### src/sv/rgbtp_pkg.sv
// rgbtp_pkg: shared types, register map and defaults of the RGB gradient
// test-pattern generator. No dependencies.
`timescale 1ns / 1ps

package rgbtp_pkg;

    localparam int COORD_W   = 12;
    localparam int DIM_W     = 13;
    localparam int MAXV_W    = 10;
    localparam int SHIFTS_W  = 15;
    localparam int WORD_W    = 32;
    localparam int FMT_W     = 3;
    localparam int ADDR_W    = 5;
    localparam int SHAMT_W   = 5;
    localparam int NUM_LANES = 3;

    localparam int DEF_MAX_DIMENSION = 4096;
    localparam int DEF_CHANNEL_BITS  = 10;

    // register indexes, byte address is 4 * index
    localparam logic [2:0] REG_FRAME_WIDTH    = 3'd0;
    localparam logic [2:0] REG_FRAME_HEIGHT   = 3'd1;
    localparam logic [2:0] REG_RED_MAX        = 3'd2;
    localparam logic [2:0] REG_GREEN_MAX      = 3'd3;
    localparam logic [2:0] REG_BLUE_MAX       = 3'd4;
    localparam logic [2:0] REG_CHANNEL_SHIFTS = 3'd5;
    localparam logic [2:0] REG_ALPHA_BITS     = 3'd6;
    localparam logic [2:0] REG_PIXEL_BYTES    = 3'd7;

    // pixel formats
    localparam logic [FMT_W-1:0] FMT_2BYTE = 3'd2;
    localparam logic [FMT_W-1:0] FMT_3BYTE = 3'd3;
    localparam logic [FMT_W-1:0] FMT_4BYTE = 3'd4;

    // divider lanes
    localparam int LANE_RED   = 0;
    localparam int LANE_GREEN = 1;
    localparam int LANE_BLUE  = 2;

    typedef struct packed {
        logic [DIM_W-1:0]    frame_width;
        logic [DIM_W-1:0]    frame_height;
        logic [MAXV_W-1:0]   red_max;
        logic [MAXV_W-1:0]   green_max;
        logic [MAXV_W-1:0]   blue_max;
        logic [SHIFTS_W-1:0] channel_shifts;
        logic [WORD_W-1:0]   alpha_bits;
        logic [FMT_W-1:0]    pixel_bytes;
    } cfg_t;

    // control travelling with each request down the pipeline
    typedef struct packed {
        logic valid;
        logic outside;
    } stage_ctl_t;

endpackage

### src/sv/rgbtp_regs.sv
// rgbtp_regs: APB-style configuration register file.
// Depends on rgbtp_pkg.
`timescale 1ns / 1ps

module rgbtp_regs
    import rgbtp_pkg::*;
(
    input  logic              clk,
    input  logic              rst_n,
    input  logic              psel,
    input  logic              penable,
    input  logic              pwrite,
    input  logic [ADDR_W-1:0] paddr,
    input  logic [31:0]       pwdata,
    output logic [31:0]       prdata,
    output logic              pready,
    output cfg_t              cfg
);

    cfg_t cfg_reg;
    cfg_t cfg_next;
    logic wr_en;
    logic [2:0] reg_idx;

    assign pready  = 1'b1;
    assign wr_en   = psel && penable && pwrite;
    assign reg_idx = paddr[ADDR_W-1:2];
    assign cfg     = cfg_reg;

    always_comb
    begin
        cfg_next = cfg_reg;
        if (wr_en)
        begin
            case (reg_idx)
                REG_FRAME_WIDTH:    cfg_next.frame_width    = pwdata[DIM_W-1:0];
                REG_FRAME_HEIGHT:   cfg_next.frame_height   = pwdata[DIM_W-1:0];
                REG_RED_MAX:        cfg_next.red_max        = pwdata[MAXV_W-1:0];
                REG_GREEN_MAX:      cfg_next.green_max      = pwdata[MAXV_W-1:0];
                REG_BLUE_MAX:       cfg_next.blue_max       = pwdata[MAXV_W-1:0];
                REG_CHANNEL_SHIFTS: cfg_next.channel_shifts = pwdata[SHIFTS_W-1:0];
                REG_ALPHA_BITS:     cfg_next.alpha_bits     = pwdata[WORD_W-1:0];
                REG_PIXEL_BYTES:    cfg_next.pixel_bytes    = pwdata[FMT_W-1:0];
                default:            cfg_next = cfg_reg;
            endcase
        end
    end

    always_ff @(posedge clk or negedge rst_n)
    begin
        if (!rst_n)
        begin
            cfg_reg.frame_width    <= DIM_W'(640);
            cfg_reg.frame_height   <= DIM_W'(480);
            cfg_reg.red_max        <= MAXV_W'(255);
            cfg_reg.green_max      <= MAXV_W'(255);
            cfg_reg.blue_max       <= MAXV_W'(255);
            cfg_reg.channel_shifts <= SHIFTS_W'(4112);
            cfg_reg.alpha_bits     <= 32'hFF00_0000;
            cfg_reg.pixel_bytes    <= FMT_4BYTE;
        end
        else
        begin
            cfg_reg <= cfg_next;
        end
    end

    always_comb
    begin
        case (reg_idx)
            REG_FRAME_WIDTH:    prdata = {{(32-DIM_W){1'b0}}, cfg_reg.frame_width};
            REG_FRAME_HEIGHT:   prdata = {{(32-DIM_W){1'b0}}, cfg_reg.frame_height};
            REG_RED_MAX:        prdata = {{(32-MAXV_W){1'b0}}, cfg_reg.red_max};
            REG_GREEN_MAX:      prdata = {{(32-MAXV_W){1'b0}}, cfg_reg.green_max};
            REG_BLUE_MAX:       prdata = {{(32-MAXV_W){1'b0}}, cfg_reg.blue_max};
            REG_CHANNEL_SHIFTS: prdata = {{(32-SHIFTS_W){1'b0}}, cfg_reg.channel_shifts};
            REG_ALPHA_BITS:     prdata = cfg_reg.alpha_bits;
            REG_PIXEL_BYTES:    prdata = {{(32-FMT_W){1'b0}}, cfg_reg.pixel_bytes};
            default:            prdata = '0;
        endcase
    end

endmodule

### src/sv/rgbtp_div_step.sv
// rgbtp_div_step: one restoring-division stage, one quotient bit per lane.
// Depends on rgbtp_pkg.
`timescale 1ns / 1ps

module rgbtp_div_step
    import rgbtp_pkg::*;
#(
    parameter int QUOT_W = DEF_CHANNEL_BITS
)
(
    input  logic                                 clk,
    input  logic                                 rst_n,
    input  stage_ctl_t                           ctl_in,
    input  logic [NUM_LANES-1:0][DIM_W-1:0]      rem_in,
    input  logic [NUM_LANES-1:0][QUOT_W-1:0]     nq_in,
    input  logic [NUM_LANES-1:0][DIM_W-1:0]      divisor,
    output stage_ctl_t                           ctl_out,
    output logic [NUM_LANES-1:0][DIM_W-1:0]      rem_out,
    output logic [NUM_LANES-1:0][QUOT_W-1:0]     nq_out
);

    stage_ctl_t                       ctl_reg;
    logic [NUM_LANES-1:0][DIM_W-1:0]  rem_reg;
    logic [NUM_LANES-1:0][DIM_W-1:0]  rem_next;
    logic [NUM_LANES-1:0][QUOT_W-1:0] nq_reg;
    logic [NUM_LANES-1:0][QUOT_W-1:0] nq_next;

    // nq holds the numerator bits still to bring down, quotient bits enter at the bottom
    always_comb
    begin
        logic [DIM_W:0]  trial;
        logic [DIM_W:0]  diff;
        logic [QUOT_W:0] shifted;
        logic            ge;
        for (int l = 0; l < NUM_LANES; l++)
        begin
            trial       = {rem_in[l], nq_in[l][QUOT_W-1]};
            diff        = trial - {1'b0, divisor[l]};
            ge          = (trial >= {1'b0, divisor[l]});
            rem_next[l] = ge ? diff[DIM_W-1:0] : trial[DIM_W-1:0];
            shifted     = {nq_in[l], ge};
            nq_next[l]  = shifted[QUOT_W-1:0];
        end
    end

    always_ff @(posedge clk or negedge rst_n)
    begin
        if (!rst_n)
        begin
            ctl_reg <= '0;
        end
        else
        begin
            ctl_reg <= ctl_in;
        end
    end

    always_ff @(posedge clk)
    begin
        rem_reg <= rem_next;
        nq_reg  <= nq_next;
    end

    assign ctl_out = ctl_reg;
    assign rem_out = rem_reg;
    assign nq_out  = nq_reg;

endmodule

### src/sv/rgbtp_pack.sv
// rgbtp_pack: channel shift stage, then sum with alpha and format select.
// Depends on rgbtp_pkg.
`timescale 1ns / 1ps

module rgbtp_pack
    import rgbtp_pkg::*;
#(
    parameter int QUOT_W = DEF_CHANNEL_BITS
)
(
    input  logic                             clk,
    input  logic                             rst_n,
    input  cfg_t                             cfg,
    input  stage_ctl_t                       ctl_in,
    input  logic [NUM_LANES-1:0][QUOT_W-1:0] quot,
    output logic                             done,
    output logic [WORD_W-1:0]                pixel_word,
    output logic                             out_of_frame
);

    stage_ctl_t                       ctl_reg;
    logic [NUM_LANES-1:0][WORD_W-1:0] sh_reg;
    logic [NUM_LANES-1:0][WORD_W-1:0] sh_next;
    logic                             done_reg;
    logic [WORD_W-1:0]                word_reg;
    logic [WORD_W-1:0]                word_next;
    logic                             oof_reg;
    logic [QUOT_W-1:0]                blue_val;
    logic [WORD_W-1:0]                sum;

    // blue ramps down: max minus quotient, never negative since quotient <= max
    assign blue_val = cfg.blue_max[QUOT_W-1:0] - quot[LANE_BLUE];

    always_comb
    begin
        sh_next[LANE_RED]   = {{(WORD_W-QUOT_W){1'b0}}, quot[LANE_RED]}
                              << cfg.channel_shifts[SHAMT_W-1:0];
        sh_next[LANE_GREEN] = {{(WORD_W-QUOT_W){1'b0}}, quot[LANE_GREEN]}
                              << cfg.channel_shifts[2*SHAMT_W-1:SHAMT_W];
        sh_next[LANE_BLUE]  = {{(WORD_W-QUOT_W){1'b0}}, blue_val}
                              << cfg.channel_shifts[3*SHAMT_W-1:2*SHAMT_W];
    end

    assign sum = sh_reg[LANE_RED] + sh_reg[LANE_GREEN] + sh_reg[LANE_BLUE] + cfg.alpha_bits;

    always_comb
    begin
        case (cfg.pixel_bytes)
            FMT_2BYTE:            word_next = {16'h0000, sum[15:0]};
            FMT_3BYTE, FMT_4BYTE: word_next = sum;
            default:              word_next = '0;
        endcase
        if (ctl_reg.outside)
        begin
            word_next = '0;
        end
    end

    always_ff @(posedge clk or negedge rst_n)
    begin
        if (!rst_n)
        begin
            ctl_reg  <= '0;
            done_reg <= 1'b0;
        end
        else
        begin
            ctl_reg  <= ctl_in;
            done_reg <= ctl_reg.valid;
        end
    end

    always_ff @(posedge clk)
    begin
        sh_reg   <= sh_next;
        word_reg <= word_next;
        oof_reg  <= ctl_reg.outside;
    end

    assign done         = done_reg;
    assign pixel_word   = word_reg;
    assign out_of_frame = oof_reg;

endmodule

### src/sv/rgb_gradient_test_pattern.sv
// RGB gradient test-pattern generator: coordinate in, packed pixel out.
// Pipeline: done rises once a request has passed one multiply stage, one divider stage per
// quotient bit (min(CHANNEL_BITS,10) bits), a shift stage and a sum stage.
// Throughput: one request per cycle; busy is never raised and the receiver cannot stall.
// Reset (rst_n, async low) clears all valid bits and loads the register defaults.
// Depends on rgbtp_pkg, rgbtp_regs, rgbtp_div_step, rgbtp_pack.
`timescale 1ns / 1ps

module rgb_gradient_test_pattern
    import rgbtp_pkg::*;
#(
    parameter int MAX_DIMENSION = DEF_MAX_DIMENSION,
    parameter int CHANNEL_BITS  = DEF_CHANNEL_BITS
)
(
    input  logic               clk,
    input  logic               rst_n,
    input  logic               start,
    output logic               busy,
    input  logic [COORD_W-1:0] pixel_x,
    input  logic [COORD_W-1:0] pixel_y,
    output logic               done,
    output logic [WORD_W-1:0]  pixel_word,
    output logic               out_of_frame,
    input  logic               psel,
    input  logic               penable,
    input  logic               pwrite,
    input  logic [ADDR_W-1:0]  paddr,
    input  logic [31:0]        pwdata,
    output logic [31:0]        prdata,
    output logic               pready
);

    localparam int QW     = (CHANNEL_BITS < MAXV_W) ? CHANNEL_BITS : MAXV_W;
    localparam int PROD_W = COORD_W + QW;
    localparam int DIM_TOP = (2 ** DIM_W) - 1;
    localparam logic [DIM_W-1:0] DIM_CAP =
        DIM_W'((MAX_DIMENSION > DIM_TOP) ? DIM_TOP : MAX_DIMENSION);

    cfg_t             cfg;
    logic [DIM_W-1:0] width_c;
    logic [DIM_W-1:0] height_c;
    logic             accept;
    logic             outside;
    logic [NUM_LANES-1:0][DIM_W-1:0] divisor;
    logic [NUM_LANES-1:0][PROD_W-1:0] prod;

    stage_ctl_t                       ctl_pipe [0:QW];
    logic [NUM_LANES-1:0][DIM_W-1:0]  rem_pipe [0:QW];
    logic [NUM_LANES-1:0][QW-1:0]     nq_pipe  [0:QW];

    stage_ctl_t                       ctl0_reg;
    stage_ctl_t                       ctl0_next;
    logic [NUM_LANES-1:0][DIM_W-1:0]  rem0_reg;
    logic [NUM_LANES-1:0][DIM_W-1:0]  rem0_next;
    logic [NUM_LANES-1:0][QW-1:0]     nq0_reg;
    logic [NUM_LANES-1:0][QW-1:0]     nq0_next;

    rgbtp_regs u_regs (
        .clk     (clk),
        .rst_n   (rst_n),
        .psel    (psel),
        .penable (penable),
        .pwrite  (pwrite),
        .paddr   (paddr),
        .pwdata  (pwdata),
        .prdata  (prdata),
        .pready  (pready),
        .cfg     (cfg)
    );

    assign busy   = 1'b0;
    assign accept = start && !busy;

    assign width_c  = (cfg.frame_width  > DIM_CAP) ? DIM_CAP : cfg.frame_width;
    assign height_c = (cfg.frame_height > DIM_CAP) ? DIM_CAP : cfg.frame_height;

    // zero width or height puts every request outside, so no quotient from a zero divisor reaches pixel_word
    assign outside = ({{(DIM_W-COORD_W){1'b0}}, pixel_x} >= width_c)
                  || ({{(DIM_W-COORD_W){1'b0}}, pixel_y} >= height_c);

    assign divisor[LANE_RED]   = width_c;
    assign divisor[LANE_GREEN] = height_c;
    assign divisor[LANE_BLUE]  = width_c;

    assign prod[LANE_RED]   = PROD_W'(pixel_x * cfg.red_max[QW-1:0]);
    assign prod[LANE_GREEN] = PROD_W'(pixel_y * cfg.green_max[QW-1:0]);
    assign prod[LANE_BLUE]  = PROD_W'(pixel_x * cfg.blue_max[QW-1:0]);

    // coordinate < dimension keeps the top part below the divisor, so QW steps suffice
    always_comb
    begin
        ctl0_next.valid   = accept;
        ctl0_next.outside = outside;
        for (int l = 0; l < NUM_LANES; l++)
        begin
            rem0_next[l] = {{(DIM_W-COORD_W){1'b0}}, prod[l][PROD_W-1:QW]};
            nq0_next[l]  = prod[l][QW-1:0];
        end
    end

    always_ff @(posedge clk or negedge rst_n)
    begin
        if (!rst_n)
        begin
            ctl0_reg <= '0;
        end
        else
        begin
            ctl0_reg <= ctl0_next;
        end
    end

    always_ff @(posedge clk)
    begin
        rem0_reg <= rem0_next;
        nq0_reg  <= nq0_next;
    end

    assign ctl_pipe[0] = ctl0_reg;
    assign rem_pipe[0] = rem0_reg;
    assign nq_pipe[0]  = nq0_reg;

    for (genvar k = 0; k < QW; k++)
    begin : g_div
        rgbtp_div_step #(
            .QUOT_W (QW)
        ) u_step (
            .clk     (clk),
            .rst_n   (rst_n),
            .ctl_in  (ctl_pipe[k]),
            .rem_in  (rem_pipe[k]),
            .nq_in   (nq_pipe[k]),
            .divisor (divisor),
            .ctl_out (ctl_pipe[k+1]),
            .rem_out (rem_pipe[k+1]),
            .nq_out  (nq_pipe[k+1])
        );
    end

    rgbtp_pack #(
        .QUOT_W (QW)
    ) u_pack (
        .clk          (clk),
        .rst_n        (rst_n),
        .cfg          (cfg),
        .ctl_in       (ctl_pipe[QW]),
        .quot         (nq_pipe[QW]),
        .done         (done),
        .pixel_word   (pixel_word),
        .out_of_frame (out_of_frame)
    );

endmodule

### config.mk
export PLATFORM = sky130hd
export DESIGN_NAME = rgb_gradient_test_pattern
export DESIGN_NICKNAME = d
export VERILOG_FILES = /design/src/sv/rgbtp_pkg.sv /design/src/sv/rgbtp_regs.sv /design/src/sv/rgbtp_div_step.sv /design/src/sv/rgbtp_pack.sv /design/src/sv/rgb_gradient_test_pattern.sv
export SDC_FILE = /design/constraint.sdc
export NUM_CORES = 2
export LEC_CHECK = 0
export BUFFER_PORTS_ARGS = -buffer_cell sky130_fd_sc_hd__buf_4
export CORE_MARGIN = 3
export CORE_UTILIZATION = 55
export CTS_CLUSTER_DIAMETER = 200
export CTS_CLUSTER_SIZE = 40
export DETAILED_ROUTE_END_ITERATION = 8
export PLACE_DENSITY = 0.71
export SYNTH_ARGS = -nofsm -noshare
export SYNTH_HDL_FRONTEND = slang
export SYNTH_HIERARCHICAL = 1
export SYNTH_SLANG_ARGS = --single-unit
### constraint.sdc
create_clock -name clk -period 9.3 [get_ports clk]
set_input_delay 2.325 -clock clk [delete_from_list [all_inputs] [get_ports clk]]
set_output_delay 2.325 -clock clk [all_outputs]
set_load 0.005 [all_outputs]
== Yosys cells after proc, flatten, opt, wreduce, memory -nomap -nowiden ==
Index checks and enable logic that the tools add are counted.

* $mul: 3
* Equality and inequality tests: 10
* Shift-type cells: 3
* Add/subtract/negate cells: 31
* Multiplexer cells: 31
* Reductions and logical operators: 13
* Magnitude comparators: 34

{| class="wikitable"
|+ Operator list
! kind !! number
|-
| $ge A14 B13 Y1 || 27
|-
| $mux W13 || 29
|-
| $sub A13 B13 Y13 || 27
|-
| $pmux W32 S8 || 1
|-
| $add A32 B32 Y32 || 3
|-
| $shl A10 B5 Y32 || 3
|-
| $mul A12 B10 Y22 || 3
|-
| $pmux W32 S2 || 1
|-
| $ge A13 B13 Y1 || 3
|-
| $ge A12 B13 Y1 || 2
|-
| $gt A13 B13 Y1 const B || 2
|-
| $reduce_and A2 Y1 || 8
|-
| $eq A3 B3 Y1 const B || 5
|-
| $eq A3 B2 Y1 const B || 4
|-
| $sub A10 B10 Y10 || 1
|-
| $eq A3 B1 Y1 const B || 1
|-
| $logic_not A3 Y1 || 1
|-
| $logic_and A1 B1 Y1 || 2
|-
| $reduce_or A2 Y1 || 1
|-
| $logic_or A1 B1 Y1 || 1
|}

* Register bits: 977
* Logic and storage cells: 226
* Output and inout port bits: 68
* Bits of input ports: 67

== Depth between registers and ports, before layout ==
* Depth after elaboration: 4
* Depth in mapped cells: 20
* Depth with buffers taken out: 19

== By module ==
The synthesis kept the hierarchy.

{| class="wikitable"
|+ By module, submodules not included
! module !! area each (um2) !! instances !! seq. area each (um2) !! cells an instance
|-
| rgbtp_div_step (g_div[1].u_step ...) || 4025.1 || 8 || 1431.4 || 440
|-
| rgb_gradient_test_pattern || 13845.8 || 1 || 1371.3 || 1546
|-
| rgbtp_pack || 9122.5 || 1 || 2657.5 || 1096
|-
| rgbtp_regs || 4959.8 || 1 || 2703.8 || 353
|-
| rgbtp_div_step (g_div[9].u_step) || 4077.7 || 1 || 1431.4 || 454
|-
| rgbtp_div_step (g_div[0].u_step) || 4056.4 || 1 || 1431.4 || 444
|}

== Worst setup path before layout ==
No wires, ideal clock.

* Kind: input to register
* Start: input pixel_y[5]
* End: register rem0_reg[23] in the netlist's numbering
* Path buffers: 1
* Setup time: 72 ps
* Data required time: 9228 ps
* Data arrival time: 7212 ps
* Path slack: 2016 ps
* Stages on the path: 20
* Path through: clkbuf_1 -> nand2_1 -> fa_1 -> inv_1 -> fa_1 -> inv_1 -> fa_1 -> inv_1 -> fa_1 -> inv_1 -> fa_1 -> inv_1 -> ha_1 -> o21ai_0 -> o21bai_1 -> a41o_1 -> a211o_1 -> or3_1 -> a31oi_1 -> xnor2_1

{| class="wikitable"
|+ RTL lines
! what !! line !! text
|-
| start: declaration || rgb_gradient_test_pattern.sv:21 || <nowiki>input logic [COORD_W-1:0] pixel_y,</nowiki>
|-
| end signal: assignment || rgb_gradient_test_pattern.sv:116 || <nowiki>rem0_reg <= rem0_next;</nowiki>
|-
| end: declaration || rgb_gradient_test_pattern.sv:54 || <nowiki>logic [NUM_LANES-1:0][DIM_W-1:0] rem0_reg;</nowiki>
|}

==> impl_metrics.env <==
export IMPL_yosys_warnings=6
export IMPL_fin_crit_ns=6.98
export IMPL_fin_skew_ns=0.0933
export IMPL_htreeDepth=1
export IMPL_switching_share_pct=44.9
export IMPL_setup_ws_ns=2.32
export IMPL_maxCapViolCount=0
export IMPL_clkLatencyLatePin_ns=0.73
export IMPL_rows=126
export IMPL_antenna_found_initial=6
export IMPL_p_leak_nw=31.2
export IMPL_ant_nets=0
export IMPL_relSlewSlack_pct=20.8
export IMPL_start_kind="input pin"
export IMPL_whs_ns=0.305
export IMPL_avgSynthCellArea_um2=9.23
export IMPL_ir_drop_mv=0.211
export IMPL_io_pins=135
export IMPL_clkPwrFrac_pct=6.4
export IMPL_post_route_util_pct=58.1
export IMPL_clockRootBuffer="clkbuf_16"
export IMPL_syn2layout_area_growth_pct=4.31
export IMPL_status="complete, no violations"
export IMPL_timing_final_crit_share_pct=75.0
export IMPL_cts_tree="done"
export IMPL_arrival_ns=7.56
export IMPL_route_vias_total=48967
export IMPL_fin_nets=8101
export IMPL_power_frac_seq_pct=25.4
export IMPL_powerDensity_nw_per_um2=412
export IMPL_critical_path_required_ns=9.88
export IMPL_start_util_pct=55.7
export IMPL_grt_start_max_net_pins=87
export IMPL_grt_first_pass_wirelength_um=247000
export IMPL_placed_area_um2=68000
export IMPL_port_buffers=130
export IMPL_fmax_mhz=143
export IMPL_combPwrFrac_pct=68.2
export IMPL_drt_total_wl_um=153000
export IMPL_path_clk_slew_ns=0.14
export IMPL_syn_cell_area_um2=66000
export IMPL_worstPathMaxFanout=21
export IMPL_via_per_inst=5.63
export IMPL_switchingPower_mw=12.7
export IMPL_drv_slew=0
export IMPL_worstSetupEndpointType="register"
export IMPL_gp_congestion=0.922
export IMPL_drt_iter0_drc=3668
export IMPL_drt_pass1_iterations=6
export IMPL_coreArea_um2=119000
export IMPL_die_area_um2=124000
export IMPL_cts_resized=0
export IMPL_hold_viol=0
export IMPL_worst_slew_pin_slew_ns=1.19
export IMPL_post_cts_buffers=0
export IMPL_syn_inst=7147
export IMPL_overflow=0
export IMPL_largest_register_ffs=351
export IMPL_die_x_um=352
export IMPL_chipHeight_um=352
export IMPL_rsz0062_at_grt="no"
export IMPL_first_global_vias=47631
export IMPL_clockBufferDepth=3
export IMPL_p_int_mw=15.6
export IMPL_drive_above_1_share_pct=9.70
export IMPL_min_delay_path_class="reg2reg"
export IMPL_post_place_ws_ns=1.68
export IMPL_clock_sinks=977
export IMPL_post_drt_wl_per_cell_um=17.6
export IMPL_postCtsHoldBufs=0
export IMPL_fin_setup_tns_ns=0
export IMPL_worstSetupPathType="in2reg"
export IMPL_globalRouteTotalUtil_pct=24.0
export IMPL_post_dp_hpwl_um=117000
export IMPL_setup_viol=0
export IMPL_cts_made_buffers=28
export IMPL_drcViolationCount=0
export IMPL_fin_area_um2=68800
-- worst paths after layout --
| check | startpoint | endpoint | slack (ns) | cells past startpoint |
|---|---|---|---|---|
| min in group asynchronous | rst_n | u_regs/cfg[21] | 1.63 | 1 |
| min | g_div[8].u_step/nq_out[2] | g_div[9].u_step/nq_out[3] | 0.30 | 0 |
| max in group asynchronous | rst_n | u_regs/cfg[105] | 6.46 | 2 |
| max reg2reg | u_regs/cfg[57] | rem0_reg[36] | 3.46 | 17 |
| max | pixel_x[0] | rem0_reg[36] | 2.32 | 18 |
| min reg2reg | g_div[8].u_step/nq_out[2] | g_div[9].u_step/nq_out[3] | 0.30 | 0 |
-- stage by stage --
stage / instances / power, mW
after global routing: 8695 / 31.1
after floorplan: 7152 / 22.5
after detailed placement: 8652 / 26.4
after CTS: 8693 / 28.3
after global placement: 8652 / 25.9
final: 8697 / 28.3
-- power by group through the flow --
| stage | clock network [mW] | registers, mW | logic [mW] |
|---|---|---|---|
| after detailed placement | 0 | 7.29 | 19.1 |
| after CTS | 1.89 | 7.18 | 19.2 |
| after floorplan | 0 | 6.76 | 15.7 |
| after global placement | 0 | 7.24 | 18.7 |
| final | 1.82 | 7.19 | 19.3 |
| after global routing | 2.02 | 7.37 | 21.8 |
-- per-layer routing --
metal  GRT usage (%)  vias to the layer above  wire, um
met4            5.45                        0      3260
met2            38.5                     1238     68500
met1            34.0                    23621     71700
met3            4.04                      174      9730
li1                -                    23934         -
met5               0                        -         0
-- critical path: stages --
cell	delay, ns
buf_4	0.29
nand2_1	0.13
fa_1	0.52
fa_1	0.55
inv_1	0.06
fa_1	0.50
fa_1	0.54
inv_1	0.05
fa_1	0.52
inv_1	0.04
ha_1	0.34
a211oi_1	0.27
o211ai_1	0.19
and4_1	0.27
nor4_1	0.45
o21ai_1	0.14
a21oi_1	0.20
xnor2_1	0.13
-- cell usage in the layout, fill, tap and decap left out, drive strengths merged, types with 19 or more instances in the layout --
| master | n |
|---|---|
| o21ai | 275 |
| a221oi | 23 |
| a31oi | 50 |
| nand2b | 105 |
| inv | 1001 |
| o22ai | 31 |
| clkbuf | 39 |
| nor3 | 108 |
| dfstp | 41 |
| or4 | 35 |
| o211ai | 23 |
| dfxtp | 846 |
| o311ai | 21 |
| and2 | 237 |
| a211oi | 104 |
| and4 | 20 |
| nor2 | 546 |
| dfrtp | 90 |
| nand4 | 64 |
| a21oi | 478 |
| or2 | 19 |
| nor3b | 34 |
| mux2i | 81 |
| fa | 327 |
| o21a | 84 |
| a21o | 134 |
| mux2 | 368 |
| nand3 | 85 |
| nor4 | 36 |
| o31ai | 26 |
| xnor2 | 193 |
| o31a | 20 |
| buf | 160 |
| ha | 625 |
| nand2 | 341 |
| nor2b | 105 |
| xor2 | 96 |
| nand3b | 23 |
-- cell type report --
cell class	instances	area [um^2]
Fill cell	10451	49700
Multi-Input combinational cell	4911	40800
Sequential cell	977	20300
Inverter	1004	3770
Tap cell	1600	2000
Timing Repair Buffer	160	1200
Clock buffer	39	742
Clock inverter	2	60.1
Antenna cell	4	10.0
Power figures use the tool's default switching activity.
